**src/sv/saao_pkg.sv**
```systemverilog
// shared types and constants for the spiral arm angle ordering block
`default_nettype none
package saao_pkg;

    localparam int MAX_ARMS    = 256;
    localparam int MAX_ECHOES  = 16;
    localparam int ANGLE_BITS  = 32;

    localparam int ARM_W       = 8;
    localparam int ECHO_W      = 4;
    localparam int ARMS_CNT_W  = 9;
    localparam int ECHO_CNT_W  = 5;
    localparam int MODE_W      = 3;
    localparam int ORDER_W     = 12;
    localparam int POS_W       = 13;
    localparam int APB_ADDR_W  = 5;
    localparam int APB_DATA_W  = 32;

    typedef enum logic [MODE_W-1:0] {
        ORD_LINEAR  = 3'd0,
        ORD_SKIP    = 3'd1,
        ORD_TWO_WAY = 3'd2,
        ORD_MIXED   = 3'd3,
        ORD_GOLDEN  = 3'd4
    } order_mode_t;

    typedef enum logic [2:0] {
        REG_ORDER_MODE = 3'd0,
        REG_ARM_COUNT  = 3'd1,
        REG_ECHO_COUNT = 3'd2,
        REG_INCOHERENT = 3'd3,
        REG_ANGLE_STEP = 3'd4
    } reg_index_t;

    typedef struct packed {
        logic [MODE_W-1:0]     order_mode;
        logic [ARMS_CNT_W-1:0] arm_count;
        logic [ECHO_CNT_W-1:0] echo_count;
        logic                  incoherent_mode;
        logic [ANGLE_BITS-1:0] angle_step;
    } cfg_t;

    typedef struct packed {
        logic [ORDER_W-1:0] order_index;
        logic [ORDER_W-1:0] flat_position;
        logic               range_error;
    } map_result_t;

endpackage
`default_nettype wire

```
**src/sv/saao_apb_regs.sv**
```systemverilog
// apb configuration registers
`default_nettype none
module saao_apb_regs (
    input  wire logic                                aclk,
    input  wire logic                                aresetn,
    input  wire logic                                psel,
    input  wire logic                                penable,
    input  wire logic                                pwrite,
    input  wire logic [saao_pkg::APB_ADDR_W-1:0]     paddr,
    input  wire logic [saao_pkg::APB_DATA_W-1:0]     pwdata,
    output logic      [saao_pkg::APB_DATA_W-1:0]     prdata,
    output logic                                     pready,
    output saao_pkg::cfg_t                           cfg
);

    saao_pkg::cfg_t cfg_reg;
    saao_pkg::cfg_t cfg_next;
    logic           wr_en;
    logic [2:0]     reg_sel;

    assign pready  = 1'b1;
    assign wr_en   = psel && penable && pwrite && pready;
    assign reg_sel = paddr[4:2];
    assign cfg     = cfg_reg;

    always_comb begin
        cfg_next = cfg_reg;
        if (wr_en) begin
            unique case (reg_sel)
                saao_pkg::REG_ORDER_MODE: cfg_next.order_mode =
                    pwdata[saao_pkg::MODE_W-1:0];
                saao_pkg::REG_ARM_COUNT: cfg_next.arm_count =
                    pwdata[saao_pkg::ARMS_CNT_W-1:0];
                saao_pkg::REG_ECHO_COUNT: cfg_next.echo_count =
                    pwdata[saao_pkg::ECHO_CNT_W-1:0];
                saao_pkg::REG_INCOHERENT: cfg_next.incoherent_mode = pwdata[0];
                saao_pkg::REG_ANGLE_STEP: cfg_next.angle_step =
                    pwdata[saao_pkg::ANGLE_BITS-1:0];
                default: cfg_next = cfg_reg;
            endcase
        end
    end

    always_ff @(posedge aclk) begin
        if (!aresetn) begin
            cfg_reg.order_mode      <= saao_pkg::ORD_LINEAR;
            cfg_reg.arm_count       <= saao_pkg::ARMS_CNT_W'(1);
            cfg_reg.echo_count      <= saao_pkg::ECHO_CNT_W'(1);
            cfg_reg.incoherent_mode <= 1'b0;
            cfg_reg.angle_step      <= '0;
        end else begin
            cfg_reg <= cfg_next;
        end
    end

    always_comb begin
        prdata = '0;
        unique case (reg_sel)
            saao_pkg::REG_ORDER_MODE:
                prdata = saao_pkg::APB_DATA_W'(cfg_reg.order_mode);
            saao_pkg::REG_ARM_COUNT:
                prdata = saao_pkg::APB_DATA_W'(cfg_reg.arm_count);
            saao_pkg::REG_ECHO_COUNT:
                prdata = saao_pkg::APB_DATA_W'(cfg_reg.echo_count);
            saao_pkg::REG_INCOHERENT:
                prdata = saao_pkg::APB_DATA_W'(cfg_reg.incoherent_mode);
            saao_pkg::REG_ANGLE_STEP:
                prdata = saao_pkg::APB_DATA_W'(cfg_reg.angle_step);
            default: prdata = '0;
        endcase
    end

endmodule
`default_nettype wire

```
**src/sv/saao_order_map.sv**
```systemverilog
// flat position, range check and acquisition order mapping
`default_nettype none
module saao_order_map (
    input  wire saao_pkg::cfg_t                   cfg,
    input  wire logic [saao_pkg::ARM_W-1:0]       arm_index,
    input  wire logic [saao_pkg::ECHO_W-1:0]      echo_index,
    output saao_pkg::map_result_t                 result
);

    localparam int PW = saao_pkg::POS_W;

    logic [saao_pkg::ARMS_CNT_W-1:0] arms;
    logic [saao_pkg::ECHO_CNT_W-1:0] echoes;
    logic [PW-1:0]                   total;
    logic [PW-1:0]                   pos;
    logic [PW-1:0]                   half;
    logic [PW-1:0]                   evens;
    logic [PW-1:0]                   k;
    logic [PW-1:0]                   ord;
    logic                            err;

    always_comb begin
        if (cfg.arm_count == '0) begin
            arms = saao_pkg::ARMS_CNT_W'(1);
        end else if (cfg.arm_count > saao_pkg::ARMS_CNT_W'(saao_pkg::MAX_ARMS)) begin
            arms = saao_pkg::ARMS_CNT_W'(saao_pkg::MAX_ARMS);
        end else begin
            arms = cfg.arm_count;
        end
        if (cfg.echo_count == '0) begin
            echoes = saao_pkg::ECHO_CNT_W'(1);
        end else if (cfg.echo_count > saao_pkg::ECHO_CNT_W'(saao_pkg::MAX_ECHOES)) begin
            echoes = saao_pkg::ECHO_CNT_W'(saao_pkg::MAX_ECHOES);
        end else begin
            echoes = cfg.echo_count;
        end
    end

    always_comb begin
        if (cfg.incoherent_mode) begin
            total = PW'(PW'(arms) * PW'(echoes));
            pos   = PW'(PW'(arm_index) + PW'(PW'(echo_index) * PW'(arms)));
        end else begin
            total = PW'(arms);
            pos   = PW'(arm_index);
        end
        err = (PW'(arm_index) >= PW'(arms)) || (echo_index >= echoes) || (pos >= total);
        half  = total >> 1;
        evens = PW'(total + PW'(1)) >> 1;
        k     = pos - half;
    end

    always_comb begin
        unique case (cfg.order_mode)
            saao_pkg::ORD_SKIP: begin
                if (pos < evens) begin
                    ord = pos << 1;
                end else begin
                    ord = PW'(((pos - evens) << 1) + PW'(1));
                end
            end
            saao_pkg::ORD_TWO_WAY: begin
                if (pos[0]) begin
                    ord = PW'(total - PW'(1) - (pos >> 1));
                end else begin
                    ord = pos >> 1;
                end
            end
            saao_pkg::ORD_MIXED: begin
                if (pos < half) begin
                    ord = pos[0] ? PW'(total - PW'(2) - (pos << 1))
                                 : PW'(PW'(1) + (pos << 1));
                end else begin
                    ord = pos[0] ? PW'(k << 1) : PW'(total - PW'(1) - (k << 1));
                end
            end
            default: ord = pos;
        endcase
    end

    assign result.order_index   = err ? '0 : ord[saao_pkg::ORDER_W-1:0];
    assign result.flat_position = pos[saao_pkg::ORDER_W-1:0];
    assign result.range_error   = err;

endmodule
`default_nettype wire

```
**src/sv/spiral_arm_angle_order.sv**
```systemverilog
// spiral arm angle ordering top level: input stage, order map stage, angle multiply stage
// an accepted beat passes the input, order map and output registers before m_tvalid
// throughput: one beat per cycle, set by the three registered stages; stalls by m_tready
// the angle multiply (32 x 12 bits) has a stage of its own
// reset: synchronous active low aresetn clears the stage valids and loads the
// register defaults (linear order, one arm, one echo, coherent, zero step)
`default_nettype none
module spiral_arm_angle_order (
    input  wire logic                              aclk,
    input  wire logic                              aresetn,
    input  wire logic                              s_tvalid,
    output logic                                   s_tready,
    input  wire logic [15:0]                       s_tdata,  // arm_index, echo_index
    output logic                                   m_tvalid,
    input  wire logic                              m_tready,
    output logic      [55:0]                       m_tdata,  // order_index, flat_position, angle_turns
    output logic                                   m_tuser,  // range_error
    input  wire logic                              psel,
    input  wire logic                              penable,
    input  wire logic                              pwrite,
    input  wire logic [saao_pkg::APB_ADDR_W-1:0]   paddr,
    input  wire logic [saao_pkg::APB_DATA_W-1:0]   pwdata,
    output logic      [saao_pkg::APB_DATA_W-1:0]   prdata,
    output logic                                   pready
);

    saao_pkg::cfg_t        cfg;
    saao_pkg::map_result_t map_res;

    logic                           in_valid_reg;
    logic [saao_pkg::ARM_W-1:0]     arm_reg;
    logic [saao_pkg::ECHO_W-1:0]    echo_reg;
    logic                           map_valid_reg;
    saao_pkg::map_result_t          map_reg;
    logic                           out_valid_reg;
    logic [saao_pkg::ORDER_W-1:0]   order_reg;
    logic [saao_pkg::ORDER_W-1:0]   flat_reg;
    logic [saao_pkg::ANGLE_BITS-1:0] angle_reg;
    logic                           err_reg;
    logic [saao_pkg::ANGLE_BITS+saao_pkg::ORDER_W-1:0] product;

    logic out_ready;
    logic map_ready;
    logic in_ready;

    saao_apb_regs u_regs (
        .aclk    (aclk),
        .aresetn (aresetn),
        .psel    (psel),
        .penable (penable),
        .pwrite  (pwrite),
        .paddr   (paddr),
        .pwdata  (pwdata),
        .prdata  (prdata),
        .pready  (pready),
        .cfg     (cfg)
    );

    saao_order_map u_map (
        .cfg        (cfg),
        .arm_index  (arm_reg),
        .echo_index (echo_reg),
        .result     (map_res)
    );

    assign out_ready = !out_valid_reg || m_tready;
    assign map_ready = !map_valid_reg || out_ready;
    assign in_ready  = !in_valid_reg || map_ready;
    assign s_tready  = in_ready;

    assign product = cfg.angle_step * map_reg.order_index;

    always_ff @(posedge aclk) begin
        if (!aresetn) begin
            in_valid_reg  <= 1'b0;
            map_valid_reg <= 1'b0;
            out_valid_reg <= 1'b0;
        end else begin
            if (in_ready) begin
                in_valid_reg <= s_tvalid;
            end
            if (map_ready) begin
                map_valid_reg <= in_valid_reg;
            end
            if (out_ready) begin
                out_valid_reg <= map_valid_reg;
            end
        end
    end

    always_ff @(posedge aclk) begin
        if (in_ready && s_tvalid) begin
            arm_reg  <= s_tdata[7:0];
            echo_reg <= s_tdata[11:8];
        end
        if (map_ready && in_valid_reg) begin
            map_reg <= map_res;
        end
        if (out_ready && map_valid_reg) begin
            order_reg <= map_reg.order_index;
            flat_reg  <= map_reg.flat_position;
            angle_reg <= product[saao_pkg::ANGLE_BITS-1:0];
            err_reg   <= map_reg.range_error;
        end
    end

    assign m_tvalid = out_valid_reg;
    assign m_tdata  = {angle_reg, flat_reg, order_reg};
    assign m_tuser  = err_reg;

endmodule
`default_nettype wire

```
**config.mk**
```make
export PLATFORM = sky130hd
export DESIGN_NAME = spiral_arm_angle_order
export DESIGN_NICKNAME = d
export VERILOG_FILES = /design/src/sv/saao_pkg.sv /design/src/sv/saao_apb_regs.sv /design/src/sv/saao_order_map.sv /design/src/sv/spiral_arm_angle_order.sv
export SDC_FILE = /design/constraint.sdc
export NUM_CORES = 1
export LEC_CHECK = 0
export BUFFER_PORTS_ARGS = -buffer_cell sky130_fd_sc_hd__buf_2
export CAP_MARGIN = 20
export CORE_MARGIN = 2
export CORE_UTILIZATION = 60
export CTS_BUF_LIST = sky130_fd_sc_hd__clkbuf_2 sky130_fd_sc_hd__clkbuf_4 sky130_fd_sc_hd__clkbuf_8
export DETAILED_ROUTE_END_ITERATION = 6
export GPL_TIMING_DRIVEN = 1
export PLACE_DENSITY = 0.81
export SYNTH_ARGS = -nofsm -noshare
export SYNTH_HDL_FRONTEND = slang
export SYNTH_SLANG_ARGS = --single-unit
```
**constraint.sdc**
```tcl
create_clock -name aclk -period 9.9 [get_ports aclk]
set_input_delay 0.99 -clock aclk [delete_from_list [all_inputs] [get_ports aclk]]
set_output_delay 0.99 -clock aclk [all_outputs]
set_load 0.01 [all_outputs]
```
# After elaboration in Yosys (flattened, before gate mapping)
# Cells that the tools add are included.
dict set report word_totals {
  register_bits 147
  input_bits 60
  elab_cells 79
}
dict set report op_classes {
  add_sub_neg 11
  multipliers 3
  n_lt_le_gt_ge 7
  n_eq_ne 7
  n_mux 13
  n_reduce_logical 21
}
# op count
set op_table {}
lappend op_table {{$pmux W32 S5} 1}
lappend op_table {{$mux W12} 5}
lappend op_table {{$pmux W12 S3} 1}
lappend op_table {{$sub A12 B12 Y12} 3}
lappend op_table {{$mul A32 B12 Y32} 1}
lappend op_table {{$lt A13 B12 Y1} 2}
lappend op_table {{$mux W13} 2}
lappend op_table {{$sub A11 B11 Y11} 2}
lappend op_table {{$mux W9} 2}
lappend op_table {{$add A13 B1 Y13 const B} 1}
lappend op_table {{$add A8 B13 Y13} 1}
lappend op_table {{$ge A13 B13 Y1} 1}
lappend op_table {{$mul A4 B9 Y13} 1}
lappend op_table {{$mul A9 B5 Y13} 1}
lappend op_table {{$add A1 B12 Y12 const A} 1}
lappend op_table {{$add A12 B1 Y12 const B} 1}
lappend op_table {{$eq A3 B2 Y1 const B} 4}
lappend op_table {{$sub A12 B1 Y12 const B} 1}
lappend op_table {{$sub A12 B2 Y12 const B} 1}
lappend op_table {{$mux W5} 2}
lappend op_table {{$reduce_and A2 Y1} 5}
lappend op_table {{$ge A8 B9 Y1} 1}
lappend op_table {{$gt A9 B9 Y1 const B} 1}
lappend op_table {{$logic_not A9 Y1} 1}
lappend op_table {{9 further kinds} 20}

# Longest topological paths before layout
dict set report logic_depth {
  word_depth 11
  mapped_depth 37
  mapped_depth_nobuf 36
}

# By module
# Synthesis repeated with hierarchy kept, for this count alone.
dict set report unflattened {
  cells_unflattened 2494
  area_unflattened_um2 22062.4
}
# module instances cells_per_inst area_each_um2
set by_module_without_submodules {}
lappend by_module_without_submodules {spiral_arm_angle_order 1 1231 12259.3}
lappend by_module_without_submodules {saao_order_map 1 997 7427.1}
lappend by_module_without_submodules {saao_apb_regs 1 266 2376.0}

# Worst setup path after synthesis
# No wires, ideal clock.
dict set report synth_path {
  kind {register to register}
  from {reg u_regs.cfg_reg, in the netlist u_regs.cfg[46]}
  to {reg map_reg[24] in the netlist's numbering, data pin}
  arrival_ns 7.171
  t_required_ns 9.621
  setup_slack_ns 2.450
  path_stages_with_launch 34
  period_less_slack_ns 7.450
  cell_sequence {dfxtp_1 > buf_6 > nor4_2 > a21oi_2 > inv_1 > nand2_1 > fa_1 > fa_1 > fa_1 > inv_1 > ha_1 > or2_1 > a31o_2 > o22ai_1 > inv_1 > ha_1 > inv_1 > nor3_1 > a221o_1 > a221oi_2 > nor2_1 > xor2_1 > ha_1 > nor3_1 > o2111ai_1 > a41oi_1 > nor2_1 > nand2b_1 > mux2i_1 > nor3_1 > mux2i_1 > nand2_1 > a211oi_1 > a221oi_1}
}
dict set report synth_between {
  elab_chain_len 11
  elab_cells_between_ends 31
  cone_classes {add/sub (11); mul (2); order compare (5); mux (10); reduce/logical (3)}
}
# item line
set synth_rtl {}
lappend synth_rtl {{start, declared} saao_apb_regs.sv:16} ;# saao_pkg::cfg_t cfg_reg;
lappend synth_rtl {{start signal, assigned} saao_apb_regs.sv:52} ;# cfg_reg <= cfg_next;
lappend synth_rtl {{$gt A9 B9 Y1} saao_order_map.sv:25} ;# end else if (cfg.arm_count > saao_pkg::ARMS_CNT_W'(saao_pkg::MAX_ARMS)) begin
lappend synth_rtl {{$mux W9} saao_order_map.sv:25}
lappend synth_rtl {{$mux W9 (*)} saao_order_map.sv:23} ;# if (cfg.arm_count == '0) begin
lappend synth_rtl {{$mul A4 B9 Y13} saao_order_map.sv:42} ;# pos = PW'(PW'(arm_index) + PW'(PW'(echo_index) * PW'(arms)));
lappend synth_rtl {{$add A8 B13 Y13} saao_order_map.sv:42}
lappend synth_rtl {{$mux W13} saao_order_map.sv:40} ;# if (cfg.incoherent_mode) begin
lappend synth_rtl {{$sub A11 B11 Y11} saao_order_map.sv:50} ;# k = pos - half;
lappend synth_rtl {{$sub A12 B12 Y12} saao_order_map.sv:74} ;# ord = pos[0] ? PW'(k << 1) : PW'(total - PW'(1) - (k << 1));
lappend synth_rtl {{$mux W12} saao_order_map.sv:74}
lappend synth_rtl {{$mux W12} saao_order_map.sv:70} ;# if (pos < half) begin
lappend synth_rtl {{$pmux W12 S3} saao_order_map.sv:54} ;# unique case (cfg.order_mode)
lappend synth_rtl {{end signal, assigned} spiral_arm_angle_order.sv:97} ;# map_reg <= map_res;
lappend synth_rtl {{end, declared} spiral_arm_angle_order.sv:34} ;# saao_pkg::map_result_t map_reg;
# Every way passes the cells marked *; elsewhere a longest branch is shown, timed or not.
# A chain may end at the register's enable or synchronous reset.

==> impl_metrics.py <==
metrics = {
    "outcome": {
        "violations": "design-rule violations",
        "status": "finished with violations",
    },
    "clock_tree": {
        "h-tree-depth": 4,
        "cts_setup_buffers": 0,
        "clock_sinks": 147,
        "path_clk_slew_ps": 100,
        "worst_skew_pair.late_latency_ps": 520,
        "cts.repair.resized": 0,
        "root_buffer": "clkbuf_8",
        "cts_hold_buf": 0,
        "cts_tree": "done",
        "cts_buffers": 17,
        "cts_buffer_depth": 2,
    },
    "power": {
        "p_leak_nw": 10.2,
        "power.total_mw": 1.52,
        "peakVddDrop_mv": 0.0975,
        "p_per_area_nw_per_um2": 65.6,
    },
    "min_path": {
        "hold_path_end": "flat_reg[6]",
        "hold-path-cell-count": 0,
        "hp-class": "flip-flop to flip-flop",
        "worstHoldStart": "map_reg[7]",
    },
    "worst_setup_path": {
        "r2r-end": "map_reg[24]",
        "reg2reg_depth": 33,
        "critPathSlowestCell": "dfxtp_1",
        "cp_data_arrival_time_ps": 8720,
        "max_stage_delay_ps": 550,
        "crit_fanout": 10,
        "crit_required_ps": 10150,
        "cp_common_cell": "inv_1",
        "crit_type": "flip-flop to flip-flop",
        "critPathLaunchType": "flip-flop",
        "reg2reg_slack_ps": 1420,
        "worstReg2RegStart": "u_regs.cfg[46]",
        "critPathCaptureType": "flip-flop",
    },
    "timing": {
        "clock_skew_ps": 17.2,
        "fin_crit_ps": 8480,
        "finalCritPeriodShare_pct": 85.6,
        "setup_slack_ps": 1420,
        "finalSetupTns_ps": 0,
        "rsz0062_at_grt": "no",
        "hold_viol": 0,
        "worst_pin_slew_ps": 1170,
        "slew_headroom_pct": 22.1,
        "finalMaxSlewViolations": 0,
        "fmax_mhz": 118,
        "setup_viol_count_final": 0,
    },
    "logic_synthesis": {
        "synth_area_um2": 21600,
        "syn_avg_cell_area_um2": 8.93,
        "ys_types": 97,
        "synth-seq-cells": 147,
        "synth_ff_type": "edfxtp_1",
        "ys_seq_area_share_pct": 18.0,
        "synth_edf_count": 94,
        "synth_cells": 2424,
        "async_flop_share_pct": 0,
        "syn-num-nets": 2941,
        "yosys_warnings": 0,
    },
    "drt": {
        "post_drt_wl_per_cell_um": 19.2,
        "drt_iter0_drc": 1427,
        "drt_pre_antenna_iters": 7,
        "vias": 17600,
        "drc": 2,
        "drtAntennaViolNets": 0,
        "wl_um": 57200,
        "viasPerCell": 5.89,
    },
    "place": {
        "place_congestion": 0.940,
        "dp_hpwl_um": 43600,
        "dpl_cell_area_um2": 22700,
        "portBuffers": 144,
        "dp_slack_ps": 1580,
    },
    "floorplanning": {
        "die-area_um2": 37600,
        "num_io_pins": 152,
        "rows": 69,
        "initial_core_util_pct": 60.8,
        "core_area_um2": 35600,
        "die_w_um": 194,
        "chipHeight_um": 194,
    },
    "finish": {
        "area_growth_pct": 6.89,
        "final_common_cell": "nand2_1",
        "largest_reg_flops": 50,
        "nNetsFinal": 3028,
        "drive_above_1_share_pct": 10.2,
        "design_area_um2": 23100,
        "n_fill_cell": 2831,
        "diodes": 0,
        "layout_common_cells": "nand2_1, inv_1, fa_1",
    },
    "job": {
        "cap_violations": 0,
    },
    "global_route": {
        "overflow": 0,
        "antenna_found_initial": 0,
        "grt_max_degree": 58,
        "grt_pass1_wl_um": 93600,
        "grt_util_all_layers_pct": 31.2,
        "grt_pass1_vias": 18600,
    },
}
metrics by stage:
step | hold WS (ps) | util, % | cells
after floorplan | 400 | - | 2424
after global placement | 405 | 63.9 | 2951
after detailed placement | 411 | 63.9 | 2951
after CTS | 437 | 64.9 | 2983
after global routing | 447 | 65.0 | 2985
final | 432 | 65.0 | 2985
power by group:
group,switching [mW],total [mW],internal [mW]
Sequential,0.0200,0.687,0.667
Combinational,0.197,0.330,0.133
Clock,0.294,0.500,0.205
per-layer routing:
layer	share of wire (%)	routed length (µm)	GRT usage, %	up-vias
li1	-	-	-	8001
met4	3.6	2040	14.4	0
met2	50	28800	55.0	762
met3	7.0	4010	5.03	152
met1	39	22400	37.7	8668
met5	0	0	0	-
worst max-delay path by stage:
stage	from	to	slack [ps]	cells past startpoint
4_1_cts	u_regs.cfg[46]	map_reg[24]	1550	33
2_1_floorplan	u_regs.cfg[46]	map_reg[24]	2450	33
5_1_grt	u_regs.cfg[46]	map_reg[24]	960	33
6_report	u_regs.cfg[46]	map_reg[24]	1420	33
3_3_place_gp	u_regs.cfg[46]	map_reg[24]	1660	33
3_5_place_dp	u_regs.cfg[46]	map_reg[24]	1580	33
Yosys cell counts (5+ instances only):
| master | instances | share of area (%) |
|---|---|---|
| nand2b_1 | 18 | 0.52 |
| xnor2_1 | 95 | 3.8 |
| inv_1 | 348 | 6.0 |
| buf_2 | 8 | 0.19 |
| nand3_1 | 24 | 0.56 |
| a211oi_1 | 13 | 0.45 |
| o22ai_1 | 8 | 0.23 |
| ha_1 | 166 | 9.6 |
| a21o_1 | 41 | 1.4 |
| a31oi_1 | 11 | 0.32 |
| nor3_1 | 31 | 0.72 |
| o211ai_1 | 10 | 0.35 |
| o31ai_1 | 6 | 0.21 |
| fa_1 | 291 | 27 |
| nand2_1 | 393 | 6.8 |
| nor2b_1 | 44 | 1.3 |
| a21oi_1 | 87 | 2.0 |
| a2111oi_0 | 5 | 0.20 |
| o21bai_1 | 6 | 0.21 |
| and3_1 | 11 | 0.32 |
| edfxtp_1 | 94 | 13 |
| o21a_1 | 9 | 0.31 |
| a22oi_1 | 8 | 0.28 |
| buf_1 | 5 | 0.087 |
| nor4_1 | 7 | 0.20 |
| and2_1 | 146 | 4.2 |
| xor2_1 | 20 | 0.81 |
| a21boi_0 | 38 | 1.3 |
| nand4_1 | 5 | 0.14 |
| o21ai_1 | 5 | 0.12 |
| mux2i_1 | 40 | 1.9 |
| or2_2 | 5 | 0.14 |
| dfxtp_1 | 53 | 4.9 |
| o21ai_0 | 53 | 1.2 |
| a221o_1 | 5 | 0.23 |
| or3_1 | 11 | 0.32 |
| clkbuf_1 | 88 | 1.5 |
| nor2_1 | 106 | 1.8 |
critical path, delay by kind of cell, from the launching register on:
kind	cells	cell delay [ps]
AOI/OAI and AO/OA	10	2890
adders and majority gates	6	2460
and+or+nand+nor	10	1180
buffers and inverters	4	660
DFF	1	550
muxes	2	300
xor gates and xnor gates	1	180
cell type report:
class                           count  area, µm²  share of cell area, %
Clock buffer                       17        234                   1.01
Clock inverter                     15        143                  0.617
Inverter                          355       1340                   5.79
Multi-Input combinational cell   1815      16000                   69.1
Sequential cell                   147       3880                   16.8
Tap cell                          461        577                   2.49
Timing Repair Buffer              175        968                   4.19
cell families (layout without fill, tap and decap cells):
group	count (synthesis)	in the layout	share of synthesized area [%]
other	1	1	0.0173
AND/OR/NAND/NOR	827	827	18.4
XOR/XNOR	117	117	4.81
adder cells (fa/ha/maj)	462	462	36.8
AO/OA/AOI/OAI	360	360	11.4
flip-flops	147	147	18.0
buffers and inverters	462	562	8.27
multiplexers	48	48	2.44
Note: power is estimated with default switching activity, not from simulation.
